**src/sv/sts_pkg.sv**
```systemverilog
// ----------------------------------------------------------------------------
// sts_pkg
// types and constants shared by the token scanner modules
// ----------------------------------------------------------------------------
package sts_pkg;

    localparam int KIND_W = 6;
    localparam int OUT_W  = 16;

    localparam logic [KIND_W-1:0] K_EOF      = 6'd0;
    localparam logic [KIND_W-1:0] K_IDENT    = 6'd1;
    localparam logic [KIND_W-1:0] K_INT      = 6'd21;
    localparam logic [KIND_W-1:0] K_STR      = 6'd22;
    localparam logic [KIND_W-1:0] K_PLUS     = 6'd23;
    localparam logic [KIND_W-1:0] K_MINUS    = 6'd24;
    localparam logic [KIND_W-1:0] K_STAR     = 6'd25;
    localparam logic [KIND_W-1:0] K_SLASH    = 6'd26;
    localparam logic [KIND_W-1:0] K_PERCENT  = 6'd27;
    localparam logic [KIND_W-1:0] K_COMMA    = 6'd28;
    localparam logic [KIND_W-1:0] K_LPAREN   = 6'd29;
    localparam logic [KIND_W-1:0] K_RPAREN   = 6'd30;
    localparam logic [KIND_W-1:0] K_SEMI     = 6'd31;
    localparam logic [KIND_W-1:0] K_EQ       = 6'd32;
    localparam logic [KIND_W-1:0] K_NE       = 6'd33;
    localparam logic [KIND_W-1:0] K_LT       = 6'd34;
    localparam logic [KIND_W-1:0] K_LE       = 6'd35;
    localparam logic [KIND_W-1:0] K_GT       = 6'd36;
    localparam logic [KIND_W-1:0] K_GE       = 6'd37;
    localparam logic [KIND_W-1:0] K_ERR_CHAR = 6'd38;
    localparam logic [KIND_W-1:0] K_ERR_BANG = 6'd39;
    localparam logic [KIND_W-1:0] K_ERR_STR  = 6'd40;

    localparam int NUM_KW = 19;

    // keyword text, right aligned, upper case
    localparam logic [47:0] KW_TEXT [NUM_KW] = '{
        48'h53454C454354, 48'h000046524F4D, 48'h005748455245, 48'h494E53455254,
        48'h0000494E544F, 48'h555044415445, 48'h000000534554, 48'h44454C455445,
        48'h435245415445, 48'h005441424C45, 48'h000044524F50, 48'h000054455854,
        48'h00004C4F4E47, 48'h00004C494B45, 48'h00000000494E, 48'h000000414E44,
        48'h000000004F52, 48'h0000004E4F54, 48'h000000414C4C
    };
    localparam logic [2:0] KW_LEN [NUM_KW] = '{
        3'd6, 3'd4, 3'd5, 3'd6, 3'd4, 3'd6, 3'd3, 3'd6, 3'd6, 3'd5,
        3'd4, 3'd4, 3'd4, 3'd4, 3'd2, 3'd3, 3'd2, 3'd3, 3'd3
    };

    // one token record
    typedef struct packed {
        logic [KIND_W-1:0] kind;
        logic [OUT_W-1:0]  line;
        logic [OUT_W-1:0]  column;
        logic [OUT_W-1:0]  offset;
        logic [OUT_W-1:0]  length;
        logic              run_end;
    } t_rec;

    // up to three records caused by one byte
    typedef struct packed {
        logic [1:0] count;
        t_rec       r0;
        t_rec       r1;
        t_rec       r2;
    } t_group;

endpackage

```
**src/sv/sts_front.sv**
```systemverilog
// ----------------------------------------------------------------------------
// sts_front
// per-byte scanner state machine, produces up to three records per byte
// ----------------------------------------------------------------------------
module sts_front
    import sts_pkg::*;
#(
    parameter int POSITION_WIDTH  = 16,
    parameter int KEYWORD_MAX_LEN = 6
) (
    input  logic       i_clk,
    input  logic       i_rst_n,
    input  logic       i_valid,
    input  logic [7:0] i_char_code,
    input  logic       i_last,
    output logic       o_valid,
    output t_group     o_group
);

    localparam int PW  = POSITION_WIDTH;
    localparam int WBW = 8 * KEYWORD_MAX_LEN;
    localparam int WCW = $clog2(KEYWORD_MAX_LEN + 2);
    localparam logic [PW-1:0] PMAX = {PW{1'b1}};

    typedef enum logic [3:0] {
        M_IDLE, M_IDENT, M_NUMBER, M_MINUS, M_SLASH, M_LT, M_GT, M_BANG,
        M_STRING, M_LINE_CMT, M_BLOCK, M_BLOCK_STAR, M_ERROR
    } t_mode;

    t_mode           r_mode, n_mode;
    logic [PW-1:0]   r_line, n_line, r_col, n_col, r_off, n_off;
    logic [PW-1:0]   r_tline, n_tline, r_tcol, n_tcol, r_toff, n_toff, r_tlen, n_tlen;
    logic [WBW-1:0]  r_wbuf, n_wbuf;
    logic [WCW-1:0]  r_wcnt, n_wcnt;
    logic            r_valid;
    t_group          r_group, n_group;

    function automatic logic [PW-1:0] sat_inc(input logic [PW-1:0] v);
        sat_inc = (v == PMAX) ? v : v + 1'b1;
    endfunction

    function automatic logic is_digit(input logic [7:0] c);
        is_digit = (c >= 8'h30) && (c <= 8'h39);
    endfunction

    function automatic logic is_alpha(input logic [7:0] c);
        is_alpha = ((c >= 8'h41) && (c <= 8'h5A)) || ((c >= 8'h61) && (c <= 8'h7A));
    endfunction

    logic [7:0]        c;
    logic [KIND_W-1:0] wkind;

    assign c = i_char_code;

    always_comb begin
        wkind = K_IDENT;
        if (r_wcnt <= WCW'(KEYWORD_MAX_LEN)) begin
            for (int k = NUM_KW - 1; k >= 0; k--) begin
                if ((WCW'(KW_LEN[k]) == r_wcnt) && (WBW'(KW_TEXT[k]) == r_wbuf)) begin
                    wkind = KIND_W'(2 + k);
                end
            end
        end
    end

    always_comb begin
        logic [KIND_W-1:0] kinds [3];
        logic [PW-1:0]     lines [3], cols [3], offs [3], lens [3];
        logic [1:0]        cnt;
        logic              idle_scan, fin;
        logic [KIND_W-1:0] pk;
        logic              have_pk;
        logic [7:0]        up;

        n_mode = r_mode; n_line = r_line; n_col = r_col; n_off = r_off;
        n_tline = r_tline; n_tcol = r_tcol; n_toff = r_toff; n_tlen = r_tlen;
        n_wbuf = r_wbuf; n_wcnt = r_wcnt;
        for (int k = 0; k < 3; k++) begin
            kinds[k] = K_EOF; lines[k] = '0; cols[k] = '0; offs[k] = '0; lens[k] = '0;
        end
        cnt = 2'd0;
        idle_scan = 1'b0;
        pk = K_EOF;
        have_pk = 1'b0;
        fin = (c == 8'd0) || i_last;
        up = ((c >= 8'h61) && (c <= 8'h7A)) ? c - 8'd32 : c;

        if (c != 8'd0) begin
            case (r_mode)
                M_IDLE: idle_scan = 1'b1;
                M_IDENT: begin
                    if (is_alpha(c) || is_digit(c) || c == 8'h5F) begin
                        if (r_wcnt < WCW'(KEYWORD_MAX_LEN)) begin
                            n_wbuf = {r_wbuf[WBW-9:0], up};
                            n_wcnt = r_wcnt + 1'b1;
                        end else begin
                            n_wcnt = WCW'(KEYWORD_MAX_LEN + 1);
                        end
                        n_tlen = sat_inc(r_tlen);
                    end else begin
                        kinds[cnt] = wkind; cnt = cnt + 1'b1; idle_scan = 1'b1;
                    end
                end
                M_NUMBER: begin
                    if (is_digit(c)) n_tlen = sat_inc(r_tlen);
                    else begin kinds[cnt] = K_INT; cnt = cnt + 1'b1; idle_scan = 1'b1; end
                end
                M_MINUS: begin
                    if (c == 8'h2D) n_mode = M_LINE_CMT;
                    else if (is_digit(c)) begin
                        n_mode = M_NUMBER; n_tlen = sat_inc(r_tlen);
                    end else begin
                        kinds[cnt] = K_MINUS; cnt = cnt + 1'b1; idle_scan = 1'b1;
                    end
                end
                M_SLASH: begin
                    if (c == 8'h2A) n_mode = M_BLOCK;
                    else begin kinds[cnt] = K_SLASH; cnt = cnt + 1'b1; idle_scan = 1'b1; end
                end
                M_LT, M_GT: begin
                    if (c == 8'h3D) begin
                        n_tlen = sat_inc(r_tlen);
                        kinds[cnt] = (r_mode == M_LT) ? K_LE : K_GE;
                        lens[cnt] = n_tlen; cnt = cnt + 1'b1;
                        n_mode = M_IDLE;
                    end else begin
                        kinds[cnt] = (r_mode == M_LT) ? K_LT : K_GT;
                        cnt = cnt + 1'b1; idle_scan = 1'b1;
                    end
                end
                M_BANG: begin
                    if (c == 8'h3D) begin
                        n_tlen = sat_inc(r_tlen);
                        kinds[cnt] = K_NE; lens[cnt] = n_tlen; cnt = cnt + 1'b1;
                        n_mode = M_IDLE;
                    end else begin
                        kinds[cnt] = K_ERR_BANG; cnt = cnt + 1'b1; n_mode = M_ERROR;
                    end
                end
                M_STRING: begin
                    n_tlen = sat_inc(r_tlen);
                    if (c == 8'h27) begin
                        kinds[cnt] = K_STR; lens[cnt] = n_tlen; cnt = cnt + 1'b1;
                        n_mode = M_IDLE;
                    end
                end
                M_LINE_CMT: if (c == 8'h0A) n_mode = M_IDLE;
                M_BLOCK:    if (c == 8'h2A) n_mode = M_BLOCK_STAR;
                M_BLOCK_STAR: begin
                    if (c == 8'h2F) n_mode = M_IDLE;
                    else if (c != 8'h2A) n_mode = M_BLOCK;
                end
                M_ERROR: ;
                default: idle_scan = 1'b1;
            endcase
            // pending records use the registered token start
            for (int k = 0; k < 3; k++) begin
                if (k < cnt) begin
                    lines[k] = r_tline; cols[k] = r_tcol; offs[k] = r_toff;
                    if (lens[k] == '0) lens[k] = r_tlen;
                end
            end

            if (idle_scan) begin
                n_mode = M_IDLE;
                if (!((c == 8'h20) || ((c >= 8'd9) && (c <= 8'd13)))) begin
                    n_tline = r_line; n_tcol = r_col; n_toff = r_off;
                    n_tlen = PW'(1);
                    have_pk = 1'b0;
                    pk = K_EOF;
                    if (is_alpha(c)) begin
                        n_wbuf = WBW'(up); n_wcnt = WCW'(1); n_mode = M_IDENT;
                    end else if (is_digit(c)) n_mode = M_NUMBER;
                    else begin
                        case (c)
                            8'h2D: n_mode = M_MINUS;
                            8'h2F: n_mode = M_SLASH;
                            8'h3C: n_mode = M_LT;
                            8'h3E: n_mode = M_GT;
                            8'h21: n_mode = M_BANG;
                            8'h27: n_mode = M_STRING;
                            8'h2B: begin pk = K_PLUS;    have_pk = 1'b1; end
                            8'h2A: begin pk = K_STAR;    have_pk = 1'b1; end
                            8'h25: begin pk = K_PERCENT; have_pk = 1'b1; end
                            8'h2C: begin pk = K_COMMA;   have_pk = 1'b1; end
                            8'h28: begin pk = K_LPAREN;  have_pk = 1'b1; end
                            8'h29: begin pk = K_RPAREN;  have_pk = 1'b1; end
                            8'h3B: begin pk = K_SEMI;    have_pk = 1'b1; end
                            8'h3D: begin pk = K_EQ;      have_pk = 1'b1; end
                            default: begin
                                pk = K_ERR_CHAR; have_pk = 1'b1; n_mode = M_ERROR;
                            end
                        endcase
                    end
                    if (have_pk) begin
                        kinds[cnt] = pk; lines[cnt] = r_line; cols[cnt] = r_col;
                        offs[cnt] = r_off; lens[cnt] = PW'(1); cnt = cnt + 1'b1;
                    end
                end
            end
            // every consumed nonzero byte advances the position
            if (c == 8'h0A) begin
                n_line = sat_inc(r_line); n_col = PW'(1);
            end else begin
                n_col = sat_inc(r_col);
            end
            n_off = sat_inc(r_off);
        end

        if (fin) begin
            have_pk = 1'b1;
            case (n_mode)
                M_IDENT:  pk = (c == 8'd0) ? wkind : K_IDENT;
                M_NUMBER: pk = K_INT;
                M_MINUS:  pk = K_MINUS;
                M_SLASH:  pk = K_SLASH;
                M_LT:     pk = K_LT;
                M_GT:     pk = K_GT;
                M_BANG:   pk = K_ERR_BANG;
                M_STRING: pk = K_ERR_STR;
                default:  begin pk = K_EOF; have_pk = 1'b0; end
            endcase
            if (n_mode == M_IDENT && c != 8'd0) begin
                pk = K_IDENT;
                if (n_wcnt <= WCW'(KEYWORD_MAX_LEN)) begin
                    for (int k = NUM_KW - 1; k >= 0; k--) begin
                        if ((WCW'(KW_LEN[k]) == n_wcnt) && (WBW'(KW_TEXT[k]) == n_wbuf))
                            pk = KIND_W'(2 + k);
                    end
                end
            end
            if (have_pk) begin
                kinds[cnt] = pk; lines[cnt] = n_tline; cols[cnt] = n_tcol;
                offs[cnt] = n_toff; lens[cnt] = n_tlen; cnt = cnt + 1'b1;
            end
            kinds[cnt] = K_EOF; lines[cnt] = n_line; cols[cnt] = n_col;
            offs[cnt] = n_off; lens[cnt] = '0; cnt = cnt + 1'b1;
            n_mode = M_IDLE; n_line = PW'(1); n_col = PW'(1); n_off = '0;
            n_tline = '0; n_tcol = '0; n_toff = '0; n_tlen = '0;
            n_wbuf = '0; n_wcnt = '0;
        end

        n_group.count = cnt;
        n_group.r0 = '{kinds[0], OUT_W'(lines[0]), OUT_W'(cols[0]), OUT_W'(offs[0]),
                       OUT_W'(lens[0]), cnt == 2'd1};
        n_group.r1 = '{kinds[1], OUT_W'(lines[1]), OUT_W'(cols[1]), OUT_W'(offs[1]),
                       OUT_W'(lens[1]), cnt == 2'd2};
        n_group.r2 = '{kinds[2], OUT_W'(lines[2]), OUT_W'(cols[2]), OUT_W'(offs[2]),
                       OUT_W'(lens[2]), cnt == 2'd3};
    end

    always_ff @(posedge i_clk) begin
        if (!i_rst_n) begin
            r_mode <= M_IDLE;
            r_line <= PW'(1); r_col <= PW'(1); r_off <= '0;
            r_tline <= '0; r_tcol <= '0; r_toff <= '0; r_tlen <= '0;
            r_wbuf <= '0; r_wcnt <= '0;
            r_valid <= 1'b0;
        end else begin
            r_valid <= 1'b0;
            if (i_valid) begin
                r_mode <= n_mode;
                r_line <= n_line; r_col <= n_col; r_off <= n_off;
                r_tline <= n_tline; r_tcol <= n_tcol; r_toff <= n_toff; r_tlen <= n_tlen;
                r_wbuf <= n_wbuf; r_wcnt <= n_wcnt;
                r_valid <= (n_group.count != 2'd0);
            end
        end
    end

    always_ff @(posedge i_clk) begin
        if (i_valid) begin
            r_group <= n_group;
        end
    end

    assign o_valid = r_valid;
    assign o_group = r_group;

endmodule

```
**src/sv/sts_back.sv**
```systemverilog
// ----------------------------------------------------------------------------
// sts_back
// record group queue and serialiser onto the result port
// ----------------------------------------------------------------------------
module sts_back
    import sts_pkg::*;
#(
    parameter int DEPTH = 4
) (
    input  logic   i_clk,
    input  logic   i_rst_n,
    input  logic   i_push,
    input  t_group i_group,
    output logic   o_afull,
    output logic   o_empty,
    input  logic   i_pop,
    output t_rec   o_rec
);

    localparam int AW = $clog2(DEPTH);

    t_group          r_mem [DEPTH];
    logic [AW-1:0]   r_wp, r_rp;
    logic [AW:0]     r_cnt;
    logic [1:0]      r_sub;
    t_group          head;
    logic            done;

    assign head    = r_mem[r_rp];
    assign o_empty = (r_cnt == '0);
    // headroom for the group in flight in the front stage
    assign o_afull = (r_cnt >= (AW+1)'(DEPTH - 2));
    assign done    = i_pop && !o_empty && ((r_sub + 1'b1) == head.count);

    always_comb begin
        case (r_sub)
            2'd0:    o_rec = head.r0;
            2'd1:    o_rec = head.r1;
            default: o_rec = head.r2;
        endcase
    end

    always_ff @(posedge i_clk) begin
        if (i_push) r_mem[r_wp] <= i_group;
    end

    always_ff @(posedge i_clk) begin
        if (!i_rst_n) begin
            r_wp <= '0; r_rp <= '0; r_cnt <= '0; r_sub <= '0;
        end else begin
            if (i_push) r_wp <= r_wp + 1'b1;
            if (done) begin
                r_rp <= r_rp + 1'b1;
                r_sub <= '0;
            end else if (i_pop && !o_empty) begin
                r_sub <= r_sub + 1'b1;
            end
            r_cnt <= r_cnt + (AW+1)'(i_push) - (AW+1)'(done);
        end
    end

    a_no_overflow: assert property (@(posedge i_clk) disable iff (!i_rst_n)
        i_push |-> (r_cnt < (AW+1)'(DEPTH) || done)) else $error("queue overflow");
    a_count_nonzero: assert property (@(posedge i_clk) disable iff (!i_rst_n)
        !o_empty |-> head.count != 2'd0) else $error("empty group queued");
    a_sub_range: assert property (@(posedge i_clk) disable iff (!i_rst_n)
        !o_empty |-> r_sub < head.count) else $error("record index out of range");

endmodule

```
**src/sv/sql_token_scanner.sv**
```systemverilog
// ----------------------------------------------------------------------------
// sql_token_scanner
// SQL lexer: one source byte per transfer in, token records out
// ----------------------------------------------------------------------------
// Input channel: push/full carries i_char_code and i_last; one byte per
// cycle is taken while full is low. A zero byte or a byte with last set ends
// the statement and adds an EOF record after any pending token.
// Result channel: empty/pop; the oldest record sits on the o_ ports while
// empty is low. o_run_end marks the last record caused by one byte.
// Path: a byte's record group is registered in the front stage, then queued,
// and the queue head drives the result ports. Throughput: one byte per cycle
// while full is low; one record is popped per cycle, so a byte causing up to
// three records holds the queue head for that many pops.
// Stall: when the receiver stops popping, the group queue fills and full
// rises; the scanner state machine holds until space returns.
// Reset: synchronous; position returns to line 1, column 1, offset 0 and the
// queue empties.
// ----------------------------------------------------------------------------
module sql_token_scanner
    import sts_pkg::*;
#(
    parameter int POSITION_WIDTH  = 16,
    parameter int KEYWORD_MAX_LEN = 6
) (
    input  logic        i_clk,
    input  logic        i_rst_n,
    input  logic        push,
    output logic        full,
    input  logic [7:0]  i_char_code,
    input  logic        i_last,
    output logic        empty,
    input  logic        pop,
    output logic [5:0]  o_token_kind,
    output logic [15:0] o_start_line,
    output logic [15:0] o_start_column,
    output logic [15:0] o_start_offset,
    output logic [15:0] o_token_length,
    output logic        o_run_end
);

    logic   f_valid;
    t_group f_group;
    t_rec   rec;
    logic   afull;

    assign full = afull;

    sts_front #(
        .POSITION_WIDTH  (POSITION_WIDTH),
        .KEYWORD_MAX_LEN (KEYWORD_MAX_LEN)
    ) u_front (
        .i_clk       (i_clk),
        .i_rst_n     (i_rst_n),
        .i_valid     (push && !afull),
        .i_char_code (i_char_code),
        .i_last      (i_last),
        .o_valid     (f_valid),
        .o_group     (f_group)
    );

    sts_back #(
        .DEPTH (4)
    ) u_back (
        .i_clk   (i_clk),
        .i_rst_n (i_rst_n),
        .i_push  (f_valid),
        .i_group (f_group),
        .o_afull (afull),
        .o_empty (empty),
        .i_pop   (pop),
        .o_rec   (rec)
    );

    assign o_token_kind   = rec.kind;
    assign o_start_line   = rec.line;
    assign o_start_column = rec.column;
    assign o_start_offset = rec.offset;
    assign o_token_length = rec.length;
    assign o_run_end      = rec.run_end;

endmodule
```
**config.mk**
```make
export PLATFORM = sky130hd
export DESIGN_NAME = sql_token_scanner
export DESIGN_NICKNAME = d
export VERILOG_FILES = /design/src/sv/sts_pkg.sv /design/src/sv/sts_front.sv /design/src/sv/sts_back.sv /design/src/sv/sql_token_scanner.sv
export SDC_FILE = /design/constraint.sdc
export NUM_CORES = 2
export LEC_CHECK = 0
export BUFFER_PORTS_ARGS = -buffer_cell sky130_fd_sc_hd__buf_2
export CAP_MARGIN = 20
export CORE_UTILIZATION = 55
export CTS_BUF_LIST = sky130_fd_sc_hd__clkbuf_4 sky130_fd_sc_hd__clkbuf_8
export DETAILED_ROUTE_END_ITERATION = 7
export GPL_TIMING_DRIVEN = 0
export MAX_ROUTING_LAYER = met4
export PLACE_DENSITY = 0.67
export SLEW_MARGIN = 20
export SYNTH_ARGS = -nofsm -noshare
export SYNTH_HDL_FRONTEND = slang
export SYNTH_HIERARCHICAL = 1
export SYNTH_SLANG_ARGS = --single-unit
```
**constraint.sdc**
```tcl
create_clock -name i_clk -period 18.1 [get_ports i_clk]
set_input_delay 0 -clock i_clk [delete_from_list [all_inputs] [get_ports i_clk]]
set_output_delay 0 -clock i_clk [all_outputs]
set_load 0.02 [all_outputs]
```
=== Word-level counts from Yosys, hierarchy flattened ===
Memories as Yosys holds them, arrays and structs flattened. A register that Yosys moved wholly into a read port is not among the register bits.
Index checks and enable logic that the tools add are counted.

* Bits in registers: 392
* RAM bits: 860
* Input port bits: 13
* Logic and storage cells: 498
* Memories kept: 1

{| class="wikitable"
|+ Memories
! memory !! depth !! width !! rd ports !! clocked after memory_dff !! write ports !! line !! RTL
|-
| u_back.r_mem || 4 || 215 || 1 || 1 || 1 || sts_back.sv:22 || <nowiki>t_group r_mem [DEPTH];</nowiki>
|}

* Add/subtract/negate cells: 14
* $lt $le $gt $ge: 21
* Equality and inequality tests: 95
* Multiplexer cells: 252
* Bitwise logic cells: 11
* Reductions and logical operators: 70

{| class="wikitable"
|+ Operators by type and width
! kind !! number
|-
| $mux 48 || 36
|-
| $mux 16 || 63
|-
| $eq 31x48->1 const A || 12
|-
| $bwmux 48 || 10
|-
| $eq 47x48->1 const A || 10
|-
| $eq 23x48->1 const A || 8
|-
| $mux 5 || 42
|-
| $eq 15x48->1 const A || 4
|-
| $eq 39x48->1 const A || 4
|-
| $pmux 71 s2 || 1
|-
| $mux 18 || 7
|-
| $eq 8x6->1 const B || 15
|-
| $mux 6 || 17
|-
| $demux 16 s2 || 3
|-
| $pmux 16 s5 || 1
|-
| $add 16x1->16 const B || 4
|-
| $eq 16x16->1 const B || 4
|-
| $mux 4 || 16
|-
| $pmux 6 s9 || 1
|-
| $logic_and 1x1->1 || 49
|-
| $and 48x48->48 || 1
|-
| $not 48->48 || 1
|-
| $pmux 6 s8 || 1
|-
| $and 45x45->45 || 1
|-
| other kinds (61) || 152
|}

=== Depth between registers and ports, before layout ===
* Word-level depth: 40
* Depth in mapped cells: 24

=== Cells and area by module ===
The synthesis kept the hierarchy.

{| class="wikitable"
|+ By module, submodules not included
! module !! instances !! cells an instance !! area each (um2) !! seq. area each (um2)
|-
| sts_back || 1 || 1428 || 32775.2 || 26045.0
|-
| sts_front || 1 || 3016 || 25294.3 || 9819.4
|-
| sql_token_scanner || 1 || 1 || 13.8 || 0.0
|}

=== Worst setup path after synthesis ===
OpenSTA, ideal clock, no wires.

* Kind: reg-to-reg
* Start: register u_back.r_wp[0]
* End: memory u_back/r_mem[0][0] (netlist name) (enable)
* Arrival time: 5.426 ns
* Path slack: 12.073 ns
* Cell stages (with the launch flop): 4
* Path buffers: 0
* Clock period less this slack: 6.027 ns
* Cell sequence: dfxtp_1 > inv_1 > ha_1 > and2_1

{| class="wikitable"
|+ RTL lines
! what !! line !! RTL
|-
| start: declaration || sts_back.sv:23 || <nowiki>logic [AW-1:0] r_wp, r_rp;</nowiki>
|-
| start signal: assignment || sts_back.sv:51 || <nowiki>if (i_push) r_wp <= r_wp + 1'b1;</nowiki>
|-
| end: declaration || sts_back.sv:22 ||
|}

No word-level cell before the write port.

==> flow_summary.yaml <==
place:
  post_dp_cell_area_mm2: 0.0610
  dpl_worst_slack_ps: 10200
  dpl.hpwl_um: 142000
  numPortBuffers: 81
  dp.cells: 5937
  place_congestion: 1.07
power:
  power.share.switching: 0.355
  cellPowerDensity_mw_per_mm2: 139
  irDropWorstVdd_mv: 0.161
  p_leak_uw: 0.0207
  intPower_uw: 5840
  pwr-share-seq: 0.437
  clockPowerShare: 0.265
  switchingPower_uw: 3210
  p_comb_frac: 0.298
global_route:
  grt_overflow: 0
  grt_pass1_vias: 40631
  grt_pass1_wl_um: 285000
  grt.total_usage: 0.383
  antenna_found_initial: 17
  grt_max_degree: 45
timing:
  worstMarginPinSlew_ps: 1260
  post-route-period-util: 0.472
  grt_setup_unrepaired: "no"
  tns_ps: 0
  slew-limit-headroom: 0.159
  finalHoldViolations: 0
  fin_skew_ps: 70.3
  max_freq_mhz: 117
  fin_crit_ps: 8550
  slew_viol_final: 0
  setup_violations: 0
  worst_slack_ps: 9550
  holdWs_ps: 129
final_layout:
  syn_to_final_growth_pct: 12.1
  design_area_mm2: 0.0651
  nFillCells: 8003
  final_cells: 6321
  drive_above_1_share: 0.168
  nNetsFinal: 4810
detailed_routing:
  ant_nets: 0
  dr_wl_met2_um: 88500
  wl_um: 200000
  via_per_inst: 6.77
  wl_met1_um: 78200
  vias: 42802
  wl_met3_um: 22500
  drt_iter0_drc: 5966
  dr.pass1.iters: 8
  drcViolationCount: 7
  avgRoutedWirePerCell_um: 31.7
  highest_layer: "met4"
worst_setup_path:
  path_buf_inv: 6
  cpPeakStageDelay_ps: 990
  ff2ff_path_depth: 19
  setup.worst_path.end_class: "flip-flop"
  critPathArrivalTime_ps: 9030
  ff2ff_setup_slack_ps: 9550
  cp_top_family: "buffers and inverters"
  slowest_stage: "nor2_1"
  r2r-start: "u_front/r_mode[0]"
  critPathKind: "reg -> reg"
  path_cells: "buf_2, nor2b_1, nand2_1, o41ai_1, a31o_1, or3_1, clkbuf_1, clkbuf_1, ha_1, nand2_1, a21oi_1, inv_1, ha_1, mux2i_1, ha_1, inv_1, nor2_1, clkbuf_1, a211oi_1"
  timing.rr.end: "u_front/o_group[115]"
  cp_max_fo: 10
  start_kind: "flip-flop"
  worstPathRequired_ps: 18580
synth:
  muxShareOfSynthArea: 0.0955
  async_flop_share: 0
  ys_seq_area_frac: 0.617
  synthTopCellsByArea: "edfxtp_1 (56%), mux4_2 (8.3%), dfxtp_1 (6.2%)"
  synth_top_area_cell: "edfxtp_1"
  avgSynthCellArea_um2: 13.1
  netlist_instances: 4445
  synth-compound-area-share: 0.122
  yosysTopAreaCellShare: 0.556
  yosysWarnings: 6
  synth_nets: 4487
  synthSimpleGateAreaFrac: 0.116
  synth_fa_ha_area_frac: 0.00638
  ys_ff_latch: 1254
  synth_top_family_by_area: "compound AO/OA/AOI/OAI gates"
  ys_types: 107
  synthXorXnorAreaFrac: 0.00842
  synth_area_mm2: 0.0581
  synth_ff_type: "edfxtp_1"
  synth_edf_count: 1075
floorplan:
  die_w_um: 327
  rows: 118
  core_mm2: 0.104
  die_h_um: 327
  start_util: 0.558
  fp.dieArea_mm2: 0.107
  pin_count: 86
cts:
  cts_buffers: 194
  clkSinkCount: 1254
  cts_resized: 0
  hold_buffers: 13
  root_buffer: "clkbuf_8"
  clock_latency_ps: 920
  clk_pin_slew_ps: 60
  cts_max_level: 4
  postCtsSetupBuffers: 0
  clockBufferDepth: 3
  tritoncts: "done"
worst_hold_path:
  whs_path_depth: 7
  hold_path_class: "in -> reg"
  worstHoldStart: "i_char_code[0]"
  min_to: "u_front/r_wbuf[5]"
run_status:
  outcome: "finished with violations"
  violations: "DRC"
run:
  cap_violations: 0
[kinds of logic after synthesis]
| logic type | count (synthesis) |
|---|---|
| DFF | 1254 |
| AOI/OAI and AO/OA | 1008 |
| muxes | 285 |
| and+or+nand+nor | 1330 |
| xor gates and xnor gates | 55 |
| buffers and inverters | 484 |
| adders and majority gates | 29 |
[registers in the layout, summed over array words and instances (netlist names), named ones only]
signal / count
u_front/r_off: 16
u_front/r_tline: 16
u_back/r_cnt: 3
u_back/r_wp: 2
u_front/o_valid: 1
u_back/r_mem: 860
u_front/o_group: 215
u_front/r_mode: 4
u_back/r_rp: 2
u_front/r_wbuf: 48
u_front/r_tcol: 16
u_front/r_wcnt: 3
u_front/r_toff: 16
u_back/r_sub: 2
u_front/r_tlen: 16
u_front/r_line: 16
u_front/r_col: 16
[layout by cell type, fill, tap and decap left out, types with 41 or more instances in the layout]
cell,netlist,routed
nor3_1,83,83
inv_1,131,131
mux4_2,214,214
edfxtp_1,1075,1075
and2_1,123,119
clkbuf_8,0,207
clkbuf_4,0,78
buf_1,43,41
a21oi_1,105,105
o22ai_1,164,164
nor4_1,52,51
dfxtp_1,179,179
a22oi_1,230,230
nor2_1,226,225
clkbuf_1,235,229
nand2_1,417,417
nand4_1,50,50
buf_2,51,133
o21ai_0,155,154
mux2i_1,63,63
nor2b_1,100,100
o32ai_1,48,48
xnor2_1,49,49
nand3_1,95,95
[metal layers]
metal	vias up	GRT usage
met5	-	-
met4	0	0.181
met3	586	0.102
met2	2735	0.550
met1	21345	0.509
li1	18136	-
[worst min-delay path, stage by stage]
cell and delay, ps:
buf_2 170, nor2_1 120, a211oi_1 330, nor4_1 120, inv_1 60, a32oi_1 90
nor2b_1 110
[through the flow]
stage | util | power [uW]
floorplan | - | 5480
global placement | 0.579 | 6610
detailed placement | 0.586 | 6620
CTS | 0.625 | 9010
global route | 0.626 | 9330
finish | 0.626 | 9050
[cell type report]
| type | instances | area [um2] | share of cell area |
|---|---|---|---|
| Sequential cell | 1254 | 35900 | 0.551 |
| Multi-Input combinational cell | 2707 | 20300 | 0.311 |
| Timing Repair Buffer | 127 | 1290 | 0.0199 |
| Clock buffer | 285 | 3430 | 0.0527 |
| Tap cell | 1380 | 1730 | 0.0265 |
| Clock inverter | 68 | 509 | 0.00782 |
| Antenna cell | 16 | 40.0 | 0.000615 |
| Inverter | 134 | 503 | 0.00772 |
| Buffer | 350 | 1500 | 0.0230 |
[power groups by stage]
| stage | Clock [uW] | Combinational, uW | Sequential [uW] |
|---|---|---|---|
| floorplan | 0 | 1500 | 3980 |
| global placement | 0 | 2520 | 4090 |
| detailed placement | 0 | 2600 | 4020 |
| CTS | 2440 | 2610 | 3960 |
| global route | 2550 | 2780 | 4000 |
| finish | 2400 | 2690 | 3960 |
[cell usage after synthesis, types with 50 or more instances]
master / instances
edfxtp_1: 1075
nand2_1: 417
clkbuf_1: 235
a22oi_1: 230
nor2_1: 226
mux4_2: 214
dfxtp_1: 179
o22ai_1: 164
o21ai_0: 155
inv_1: 131
and2_1: 123
a21oi_1: 105
nor2b_1: 100
nand3_1: 95
nor3_1: 83
mux2i_1: 63
nor4_1: 52
buf_2: 51
nand4_1: 50
[worst max-delay path by stage]
stage                       from              endpoint  slack [ps]  cells after the start
6_report       u_front/r_mode[0]  u_front/o_group[115]        9550                     19
5_1_grt        u_front/r_mode[0]  u_front/o_group[115]        9720                     19
4_1_cts        u_front/r_mode[0]  u_front/o_group[115]       10180                     19
3_5_place_dp      i_char_code[6]  u_front/o_group[115]       10200                     21
3_3_place_gp      u_back/r_wp[0]  u_back/r_mem[0][167]        7760                      3
2_1_floorplan     u_back/r_wp[0]    u_back/r_mem[0][0]       12070                      3
Note: power is estimated with default switching activity, not from simulation.
